[src/hdl/soc_pkg.sv]
`timescale 1ns / 1ps
package soc_pkg;
    localparam logic [1:0] REASON_NONE  = 2'd0;
    localparam logic [1:0] REASON_CLOSE = 2'd1;
    localparam logic [1:0] REASON_CROSS = 2'd2;

    localparam logic CFG_RADIUS = 1'b0;
    localparam logic CFG_FACTOR = 1'b1;

    // datapath operation selects
    typedef enum logic [1:0] {
        OP_EDGE_PREV  = 2'd0,
        OP_VERTEX     = 2'd1,
        OP_EDGE_CLOSE = 2'd2
    } soc_op_t;

    typedef struct packed {
        logic    load;     // capture input request
        logic    run;      // evaluate one test
        soc_op_t op;
    } soc_cmd_t;

    typedef struct packed {
        logic hit;         // selected test failed (valid while done is high)
        logic done;        // one-cycle pulse when the test result is ready
    } soc_sts_t;
endpackage

[src/hdl/soc_ctrl.sv]
`timescale 1ns / 1ps
module soc_ctrl
    import soc_pkg::*;
(
    input  logic       aclk,
    input  logic       aresetn,
    input  logic       s_valid,
    output logic       s_ready,
    input  logic       polygon_last,
    input  logic       query_last,
    output logic       first_load,
    output soc_cmd_t   cmd,
    input  soc_sts_t   sts,
    output logic       m_valid,
    input  logic       m_ready,
    output logic       m_path_clear,
    output logic [1:0] m_block_reason
);
    typedef enum logic [2:0] {
        S_IDLE, S_EDGE, S_VERT, S_VWAIT, S_CLOSE, S_CHECK
    } state_t;

    state_t state_reg, state_next;
    logic inside_reg, inside_next;
    logic plast_reg, plast_next, qlast_reg, qlast_next;
    logic [1:0] fail_reg, fail_next, last_op_reg, last_op_next;
    logic m_valid_reg, m_valid_next, clear_reg, clear_next;
    logic [1:0] reason_reg, reason_next;
    logic accept;

    assign accept = s_valid && s_ready;
    assign s_ready = (state_reg == S_IDLE);
    assign first_load = accept && !inside_reg;
    assign m_valid = m_valid_reg;
    assign m_path_clear = clear_reg;
    assign m_block_reason = reason_reg;

    always_comb begin
        state_next = state_reg; inside_next = inside_reg;
        plast_next = plast_reg; qlast_next = qlast_reg; fail_next = fail_reg;
        last_op_next = last_op_reg; m_valid_next = m_valid_reg;
        clear_next = clear_reg; reason_next = reason_reg;
        cmd = '{load: accept, run: 1'b0, op: OP_VERTEX};
        if (m_valid_reg && m_ready) begin
            m_valid_next = 1'b0;
        end
        // fold the finished test into the failure code
        if (sts.done && fail_reg == REASON_NONE && sts.hit) begin
            fail_next = (last_op_reg == 2'(OP_VERTEX)) ? REASON_CLOSE : REASON_CROSS;
        end
        case (state_reg)
            S_IDLE: begin
                if (accept) begin
                    plast_next = polygon_last || query_last;
                    qlast_next = query_last;
                    state_next = inside_reg ? S_EDGE : S_VERT;
                    inside_next = 1'b1;
                end
            end
            S_EDGE: begin
                cmd.run = 1'b1; cmd.op = OP_EDGE_PREV;
                last_op_next = 2'(OP_EDGE_PREV);
                state_next = S_VERT;
            end
            S_VERT: begin
                cmd.run = 1'b1; cmd.op = OP_VERTEX;
                last_op_next = 2'(OP_VERTEX);
                state_next = S_VWAIT;
            end
            S_VWAIT: begin
                // hold until the clearance pipeline drains
                if (sts.done) begin
                    state_next = plast_reg ? S_CLOSE : S_CHECK;
                end
            end
            S_CLOSE: begin
                cmd.run = 1'b1; cmd.op = OP_EDGE_CLOSE;
                last_op_next = 2'(OP_EDGE_CLOSE);
                inside_next = 1'b0;
                state_next = S_CHECK;
            end
            S_CHECK: begin
                // on the last request of a query, issue the verdict once the output register is free
                if (!qlast_reg) begin
                    state_next = S_IDLE;
                end else if (!m_valid_reg || m_ready) begin
                    m_valid_next = 1'b1;
                    clear_next = (fail_next == REASON_NONE);
                    reason_next = fail_next;
                    fail_next = REASON_NONE;
                    state_next = S_IDLE;
                end else begin
                    qlast_next = 1'b1;
                end
            end
            default: state_next = S_IDLE;
        endcase
    end

    always_ff @(posedge aclk) begin
        if (!aresetn) begin
            state_reg <= S_IDLE; inside_reg <= 1'b0;
            plast_reg <= 1'b0; qlast_reg <= 1'b0; fail_reg <= REASON_NONE;
            last_op_reg <= 2'(OP_VERTEX); m_valid_reg <= 1'b0;
            clear_reg <= 1'b0; reason_reg <= REASON_NONE;
        end else begin
            state_reg <= state_next; inside_reg <= inside_next;
            plast_reg <= plast_next; qlast_reg <= qlast_next; fail_reg <= fail_next;
            last_op_reg <= last_op_next; m_valid_reg <= m_valid_next;
            clear_reg <= clear_next; reason_reg <= reason_next;
        end
    end
endmodule

[config.mk]
export PLATFORM = sky130hd
export DESIGN_NAME = soc_ctrl
export DESIGN_NICKNAME = d
export VERILOG_FILES = /design/src/hdl/soc_pkg.sv /design/src/hdl/soc_ctrl.sv
export SDC_FILE = /design/constraint.sdc
export NUM_CORES = 1
export LEC_CHECK = 0
export CAP_MARGIN = 15
export CORE_MARGIN = 2
export CORE_UTILIZATION = 45
export CTS_CLUSTER_DIAMETER = 200
export DETAILED_ROUTE_END_ITERATION = 10
export DONT_BUFFER_PORTS = 1
export GPL_ROUTABILITY_DRIVEN = 0
export SYNTH_ARGS = -nofsm -noshare
export SYNTH_HDL_FRONTEND = slang
export SYNTH_SLANG_ARGS = --single-unit
[constraint.sdc]
create_clock -name aclk -period 1.61 [get_ports aclk]
set_input_delay 0.161 -clock aclk [delete_from_list [all_inputs] [get_ports aclk]]
set_output_delay 0.161 -clock aclk [all_outputs]
set_load 0.02 [all_outputs]
==> results of run 1 <==
[repair_timing]
item	4_1_cts	5_1_grt
hold endpoints to repair	5	2
endpoints found under the setup margin	2	1
gates resized for setup	1	3
cloned	0	0
hold buffers	1	1
buffers inserted	2	0
pin swaps	1	0
[logic make-up (layout without fill, tap and decap cells)]
group / Yosys count / in the layout / synth area share, %
and+or+nand+nor: 32 / 32 / 29.3
DFF: 14 / 14 / 36.0
AOI/OAI and AO/OA: 24 / 24 / 23.3
muxes: 1 / 1 / 1.29
xor gates and xnor gates: 2 / 2 / 2.25
buffers and inverters: 8 / 16 / 7.88
[Yosys cell counts]
| library cell | number | share of area, % |
|---|---|---|
| or3b_4 | 1 | 1.4 |
| nor2b_1 | 4 | 3.2 |
| dlymetal6s2s_1 | 1 | 1.6 |
| a211oi_1 | 1 | 0.96 |
| o21bai_1 | 3 | 2.9 |
| buf_6 | 1 | 1.4 |
| nand2_1 | 5 | 2.4 |
| and4bb_1 | 1 | 1.6 |
| nor3b_1 | 1 | 0.96 |
| or4_1 | 1 | 0.96 |
| o2bb2ai_1 | 1 | 1.1 |
| o21ai_2 | 1 | 1.1 |
| mux2i_1 | 1 | 1.3 |
| nor4b_4 | 1 | 3.1 |
| xnor2_1 | 1 | 1.1 |
| o22ai_1 | 1 | 0.80 |
| a22oi_1 | 1 | 0.96 |
| inv_1 | 2 | 0.96 |
| nand4b_1 | 1 | 1.1 |
| nand2b_4 | 1 | 1.8 |
| o21ba_2 | 1 | 1.3 |
| o31ai_1 | 1 | 0.96 |
| dfxtp_1 | 14 | 36 |
| xor2_1 | 1 | 1.1 |
| nand3_1 | 2 | 1.3 |
| o211a_1 | 2 | 2.6 |
| a21oi_1 | 4 | 2.6 |
| nand2b_1 | 3 | 2.4 |
| nor2_1 | 7 | 3.4 |
| buf_4 | 4 | 3.9 |
| and4b_1 | 1 | 1.3 |
| nor3_1 | 2 | 1.3 |
| o221ai_2 | 1 | 1.9 |
| a21o_1 | 1 | 0.96 |
| o311a_1 | 2 | 2.6 |
| o21ai_0 | 4 | 2.6 |
| nand4b_4 | 1 | 3.1 |
[per-layer routing]
layer  track usage (%)  wire (um)  up-vias
met2              27.9        758       18
met3              8.33        101        4
li1                  -          -      314
met5                 0          0        -
met4              6.47         22        0
met1              20.7        681      301
[worst max-delay path by stage]
stage,cells after the start,slack (ns),startpoint,to
2_1_floorplan,2,0.30,state_reg[2],first_load
3_5_place_dp,4,0.27,state_reg[2],state_reg[0]
6_report,3,0.09,state_reg[1],cmd[2]
3_3_place_gp,3,0.28,state_reg[2],cmd[2]
5_1_grt,3,0.03,state_reg[1],cmd[2]
4_1_cts,4,0.001,state_reg[0],cmd[2]
[power by group through the flow]
stage	logic (mW)	registers [mW]	clock network, mW
floorplan	0.307	0.435	0
global placement	0.415	0.452	0
detailed placement	0.414	0.453	0
CTS	0.442	0.445	0.200
global route	0.486	0.456	0.215
finish	0.442	0.449	0.190
[area by class of cell]
type | count | area, sq um
flip-flops and latches | 14 | 287
well taps | 17 | 21.3
clock buffers | 3 | 22.5
multi-input cells | 59 | 437
fillers | 166 | 796
repair buffers | 11 | 100
inverters | 2 | 7.51
[worst max-delay path: cells and delay by family, from the launching register on]
kind | cells | cell delay [ns]
AOI/OAI and AO/OA | 1 | 0.11
buffers and inverters | 1 | 0.14
DFF | 1 | 0.38
and+or+nand+nor | 1 | 0.45
==> out/qor.yml, run 1 <==
status: "completed"
cp-start-kind: "register"
placement.setup.worst_slack_ns: 0.267
overflow_after_grt: 0
finalCoreUtilization_pct: 52.4
detail_route.drc_violations: 0
sequential_share_of_power_pct: 41.5
placeableCoreArea_sq_um: 1670
worstSetupEndpointType: "output port"
drv_slew: 0
dp_hpwl_um: 1100
synth_area_per_cell_sq_um: 9.61
postSynthCellCount: 81
routed_via_density: 6.01
tightest_pin_transition_ns: 0.301
mostFrequentLayoutCells: "dfxtp_1 (11), buf_4 (8), nor2_1 (7)"
post-route-worst-setup-slack_ns: 0.0864
routed_wirelength_um: 1560
timing.reg2reg.setup_slack_ns: 0.31
clock_sink_count: 14
timing.critical_path.cells: "or3b_4, o21ai_2, buf_12"
r2r.worst_path.cells: 5
critical_path.reg2reg.endpoint: "qlast_reg"
setup_tns_ns: 0
wl_per_cell_um: 14.7
numPortBuffers: 0
worstSkewPairLatency_ns: 0.28
combPwrFrac_pct: 40.9
synth.net_count: 89
yosysWarnings: 0
ir_drop_mv: 0.715
placed_cells_incl_taps: 99
die_height_um: 45.6
antenna_left: 0
timing.critical_path.slowest_stage_cell: "or3b_4"
slew_headroom_pct: 79.9
largest_register_ff_count: 3
netlist-cell-type-count: 37
worst-setup-path-type: "reg -> out"
worst_clock_skew_ns: 0.00254
cts_buffers: 3
synth_area_sq_um: 778
min-delay-start: "aresetn"
min_path_cells: 2
final_design_area_no_fill_sq_um: 875
final_net_count: 99
switching_share_pct: 34.3
worstHoldPathType: "in -> reg"
detailroute.via_count: 637
clk_root_buffer_cell: "clkbuf_4"
power_dissipated_by_switching_net_loads_mw: 0.371
hold_ws_ns: 0.0313
cts_tree: "done"
die_area_sq_um: 2080
critical_path_required_ns: 1.45
finalCritPeriodShare_pct: 94.6
hold_path_end: "last_op_reg[1]"
final_hold_viol_count: 0
critPathMaxFanout: 10
floorplan.die.width_um: 45.6
cts_max_level: 1
layout-area-overhead-vs-synth_pct: 12.4
grt_max_degree: 11
n_antenna_cell: 0
first_global_vias: 574
intPower_mw: 0.710
router_iterations_before_antenna_repair: 4
grt_first_pass_wirelength_um: 2520
synth_seq_cells: 14
place_area_sq_um: 811
io-pin-count: 18
setup_viol: 0
pwr-share-clk_pct: 17.6
cp_data_arrival_time_ns: 1.36
layout-drive-gt1-share_pct: 24.7
total_leakage_power_nw: 0.407
final_common_cell: "dfxtp_1"
cts.reportedPaths.clkPinSlew_ns: 0.07
detail_route.iter0.violations: 6
max-clock-path-buffers: 2
drv.max_cap_violation_count: 0
cellPowerDensity_nw_per_um2: 1240
synth_seq_area_share_pct: 36.0
floorplan.rows: 15
finalNonFillerCells: 106
r2r_start: "state_reg[1]"
track_usage_pct: 17.7
antenna_found_initial: 0
start_util_pct: 46.6
max_stage_delay_ns: 0.45
finalCriticalPeriod_ns: 1.52
achievable-frequency_mhz: 656
grt_setup_unrepaired: "false"
p_total_mw: 1.08
Power figures use the tool's default switching activity.
==> run 2: changes to the inputs <==
==> constraint.sdc (replaced) <==
create_clock -name aclk -period 1.4 [get_ports aclk]
set_input_delay 0.14 -clock aclk [delete_from_list [all_inputs] [get_ports aclk]]
set_output_delay 0.14 -clock aclk [all_outputs]
set_load 0.02 [all_outputs]
==> out/qor.yml, run 2 (same netlist as run 1, synthesis figures left out) <==
routed_wirelength_um: 1630
io-pin-count: 18
overflow_after_grt: 0
detail_route.iter0.violations: 14
final_net_count: 107
router_iterations_before_antenna_repair: 4
sequential_share_of_power_pct: 36.5
power_dissipated_by_switching_net_loads_mw: 0.470
die_height_um: 45.6
n_antenna_cell: 0
dp_hpwl_um: 1080
post-route-worst-setup-slack_ns: -0.0957
final_hold_viol_count: 2
finalCriticalPeriod_ns: 1.50
worst-setup-path-type: "reg -> out"
clock_sink_count: 14
finalCritPeriodShare_pct: 107
setup_viol: 3
cts_max_level: 1
grt_first_pass_wirelength_um: 2650
combPwrFrac_pct: 42.8
switching_share_pct: 33.3
layout-area-overhead-vs-synth_pct: 27.0
worstSetupEndpointType: "output port"
grt_max_degree: 11
detailroute.via_count: 633
wl_per_cell_um: 14.2
hold_ws_ns: -0.00826
track_usage_pct: 18.1
first_global_vias: 611
max-clock-path-buffers: 2
achievable-frequency_mhz: 669
grt_setup_unrepaired: "true"
floorplan.die.width_um: 45.6
cts_buffers: 3
violations_in_the_final_reports: "negative hold slack, negative setup slack"
routed_via_density: 5.50
placeableCoreArea_sq_um: 1670
cp-start-kind: "register"
placed_cells_incl_taps: 101
worstSkewPairLatency_ns: 0.29
cellPowerDensity_nw_per_um2: 1430
numPortBuffers: 0
slew_headroom_pct: 79.9
tightest_pin_transition_ns: 0.302
critical_path_required_ns: 1.26
cts.reportedPaths.clkPinSlew_ns: 0.09
ir_drop_mv: 0.787
finalCoreUtilization_pct: 59.2
pwr-share-clk_pct: 20.8
layout-drive-gt1-share_pct: 33.7
detail_route.drc_violations: 0
status: "complete, but fails checks"
critPathMaxFanout: 7
floorplan.rows: 15
placement.setup.worst_slack_ns: 0.0793
total_leakage_power_nw: 0.465
final_common_cell: "buf_4"
cp_data_arrival_time_ns: 1.36
drv_slew: 0
antenna_found_initial: 0
cts_tree: "done"
p_total_mw: 1.41
finalNonFillerCells: 115
die_area_sq_um: 2080
worst_clock_skew_ns: 0.0115
mostFrequentLayoutCells: "buf_4 (13), dfxtp_1 (11), nor2_1 (7)"
clk_root_buffer_cell: "clkbuf_4"
largest_register_ff_count: 3
antenna_left: 0
worstHoldPathType: "in -> reg"
intPower_mw: 0.940
start_util_pct: 46.6
drv.max_cap_violation_count: 0
run 2: cell count changes in the layout (fill, tap and decap cells not counted):
cell	before	now
buf_4	8	13
buf_6	0	2
buf_8	0	1
clkbuf_8	0	1
dfxtp_2	2	0
dfxtp_4	1	3
nand3_1	2	1
nand3_2	0	1
o21ai_2	1	0
o21ai_4	0	1
xnor2_1	1	0
xnor2_2	0	1
run 2: worst max-delay path: stages, from the launching register on:
cell	delay, ns
dfxtp_4	0.38
or3b_4	0.45
o21ai_4	0.10
buf_12	0.13
run 2: per-layer routing:
| metal | vias to the layer above | global-route usage, % | share of wire, % | wire (um) |
|---|---|---|---|---|
| met4 | 0 | 5.29 | 1.3 | 21 |
| met5 | - | 0 | 0 | 0 |
| met3 | 2 | 5.95 | 5.3 | 86 |
| li1 | 327 | - | - | - |
| met2 | 17 | 31.0 | 49 | 808 |
| met1 | 287 | 21.1 | 44 | 717 |
run 2: power by group through the flow:
stage / Combinational [mW] / Clock [mW] / Sequential [mW]
floorplan: 0.353 / 0 / 0.501
finish: 0.603 / 0.293 / 0.514
global route: 0.652 / 0.311 / 0.523
CTS: 0.573 / 0.299 / 0.514
global placement: 0.492 / 0 / 0.515
detailed placement: 0.495 / 0 / 0.516
run 2: cell type report:
type	instances	area, sq um
clock buffers	4	36.3
fillers	159	682
inverters	2	7.51
multi-input cells	59	457
flip-flops and latches	14	292
well taps	17	21.3
repair buffers	19	175
run 2: worst paths after layout:
kind | start | endpoint | slack [ns] | depth (start not counted)
worst max-delay path | state_reg[1] | cmd[2] | -0.1 | 3
worst min-delay path | aresetn | state_reg[0] | -0.008 | 2
worst max register to register | state_reg[2] | state_reg[2] | 0.03 | 3
worst min register to register | last_op_reg[1] | last_op_reg[1] | 0.47 | 2
run 2: repair_timing:
action / 4_1_cts / 5_1_grt
setup buffers: 6 / 2
setup endpoints to repair: 5 / 10
hold endpoints to repair: 6 / 1
gates resized for setup: 10 / 3
hold buffers: 1 / 1
pin swaps: 1 / 1
run 2: stage by stage:
step / cell area, sq um / setup TNS (ns)
CTS: 947 / -0.146
global placement: 826 / 0
global route: 988 / -0.441
finish: 988 / -0.152
detailed placement: 826 / 0
floorplan: 778 / 0
==> run 3: changes to the inputs <==
--- a/config.mk
+++ b/config.mk
@@ -12,6 +12,7 @@
 export DETAILED_ROUTE_END_ITERATION = 10
 export DONT_BUFFER_PORTS = 1
 export GPL_ROUTABILITY_DRIVEN = 0
+export SKIP_CTS_REPAIR_TIMING = 1
 export SYNTH_ARGS = -nofsm -noshare
 export SYNTH_HDL_FRONTEND = slang
 export SYNTH_SLANG_ARGS = --single-unit
==> out/qor.yml, run 3 (same netlist as run 1, synthesis figures left out) <==
n_antenna_cell: 0
layout-area-overhead-vs-synth_pct: 19.9
ir_drop_mv: 0.877
worst-setup-path-type: "reg -> out"
first_global_vias: 566
cts.reportedPaths.clkPinSlew_ns: 0.09
track_usage_pct: 16.6
setup_viol: 4
antenna_found_initial: 0
final_design_area_no_fill_sq_um: 933
grt_setup_unrepaired: "true"
router_iterations_before_antenna_repair: 4
min_path_cells: 2
hold_ws_ns: -0.00215
final_common_cell: "dfxtp_1"
worstSetupEndpointType: "output port"
grt_max_degree: 12
fillers: 160
detail_route.drc_violations: 0
numPortBuffers: 0
cts_max_level: 1
detail_route.iter0.violations: 10
die_area_sq_um: 2080
antenna_left: 0
cts_buffers: 3
final_hold_viol_count: 1
critPathMaxFanout: 5
clock_sink_count: 14
timing.critical_path.cells: "or3b_4, o21ai_4, buf_12"
floorplan.rows: 15
floorplan.die.width_um: 45.6
clk_root_buffer_cell: "clkbuf_4"
slew_headroom_pct: 79.9
cp_data_arrival_time_ns: 1.33
placeableCoreArea_sq_um: 1670
placement.setup.worst_slack_ns: 0.0793
seq_area_sq_um: 292
r2r.worst_path.cells: 3
routed_wirelength_um: 1500
largest_register_ff_count: 3
overflow_after_grt: 0
timing.critical_path.slowest_stage_cell: "or3b_4"
cp-start-kind: "register"
achievable-frequency_mhz: 679
worst_clock_skew_ns: 0.00878
drv_slew: 0
status: "complete, but fails checks"
wl_per_cell_um: 13.7
cellPowerDensity_nw_per_um2: 1480
cts_tree: "done"
die_height_um: 45.6
violations_in_the_final_reports: "negative hold slack, negative setup slack"
layout-drive-gt1-share_pct: 31.5
place_area_sq_um: 826
total_leakage_power_nw: 0.435
worstHoldPathType: "in -> reg"
post-route-worst-setup-slack_ns: -0.0718
detailroute.via_count: 608
finalCriticalPeriod_ns: 1.47
mostFrequentLayoutCells: "dfxtp_1 (11), buf_4 (10), nor2_1 (7)"
routed_via_density: 5.58
dp_hpwl_um: 1080
grt_first_pass_wirelength_um: 2430
finalCoreUtilization_pct: 55.9
drv.max_cap_violation_count: 0
critical_path_required_ns: 1.26
max-clock-path-buffers: 2
start_util_pct: 46.6
final_net_count: 101
max_stage_delay_ns: 0.45
tightest_pin_transition_ns: 0.302
io-pin-count: 18
worstSkewPairLatency_ns: 0.28
multi_input_area_sq_um: 460
finalCritPeriodShare_pct: 105
-- run 3: layout make-up --
cell class | count | area share, %
Multi-Input combinational cell | 59 | 49.3
Inverter | 2 | 0.804
Clock buffer | 4 | 3.89
Tap cell | 17 | 2.28
Timing Repair Buffer | 13 | 12.5
Sequential cell | 14 | 31.2
-- run 3: stage by stage --
stage / hold slack [ns] / setup TNS [ns] / power (mW) / instances
6_report: -0.00215 / -0.118 / 1.38 / 109
5_1_grt: 0.00140 / -0.334 / 1.46 / 109
2_1_floorplan: 0.287 / 0 / 0.854 / 81
3_3_place_gp: 0.220 / 0 / 1.01 / 101
4_1_cts: -0.0658 / -0.659 / 1.30 / 105
3_5_place_dp: 0.223 / 0 / 1.01 / 101
-- run 3: power breakdown --
part / total (mW) / switching (mW) / internal, mW
Clock: 0.290 / 0.132 / 0.158
Combinational: 0.584 / 0.267 / 0.318
Sequential: 0.509 / 0.0580 / 0.451
-- run 3: worst paths after layout --
| check | from | end | slack [ns] |
|---|---|---|---|
| max | state_reg[0] | cmd[2] | -0.07 |
| min | aresetn | state_reg[0] | -0.002 |
| max reg2reg | state_reg[2] | state_reg[2] | 0.05 |
| min reg2reg | last_op_reg[1] | last_op_reg[1] | 0.47 |
-- run 3: critical path, delay by kind of cell, from the launching register on --
family	cells	cell delay, ns
AOI/OAI and AO/OA	1	0.10
DFF	1	0.38
and+or+nand+nor	1	0.45
buffers and inverters	1	0.13
-- run 3: metal layers --
metal	wire length (um)	track usage, %
met1	672	19.9
met4	21	5.29
met2	739	27.3
met3	65	5.95
met5	0	0
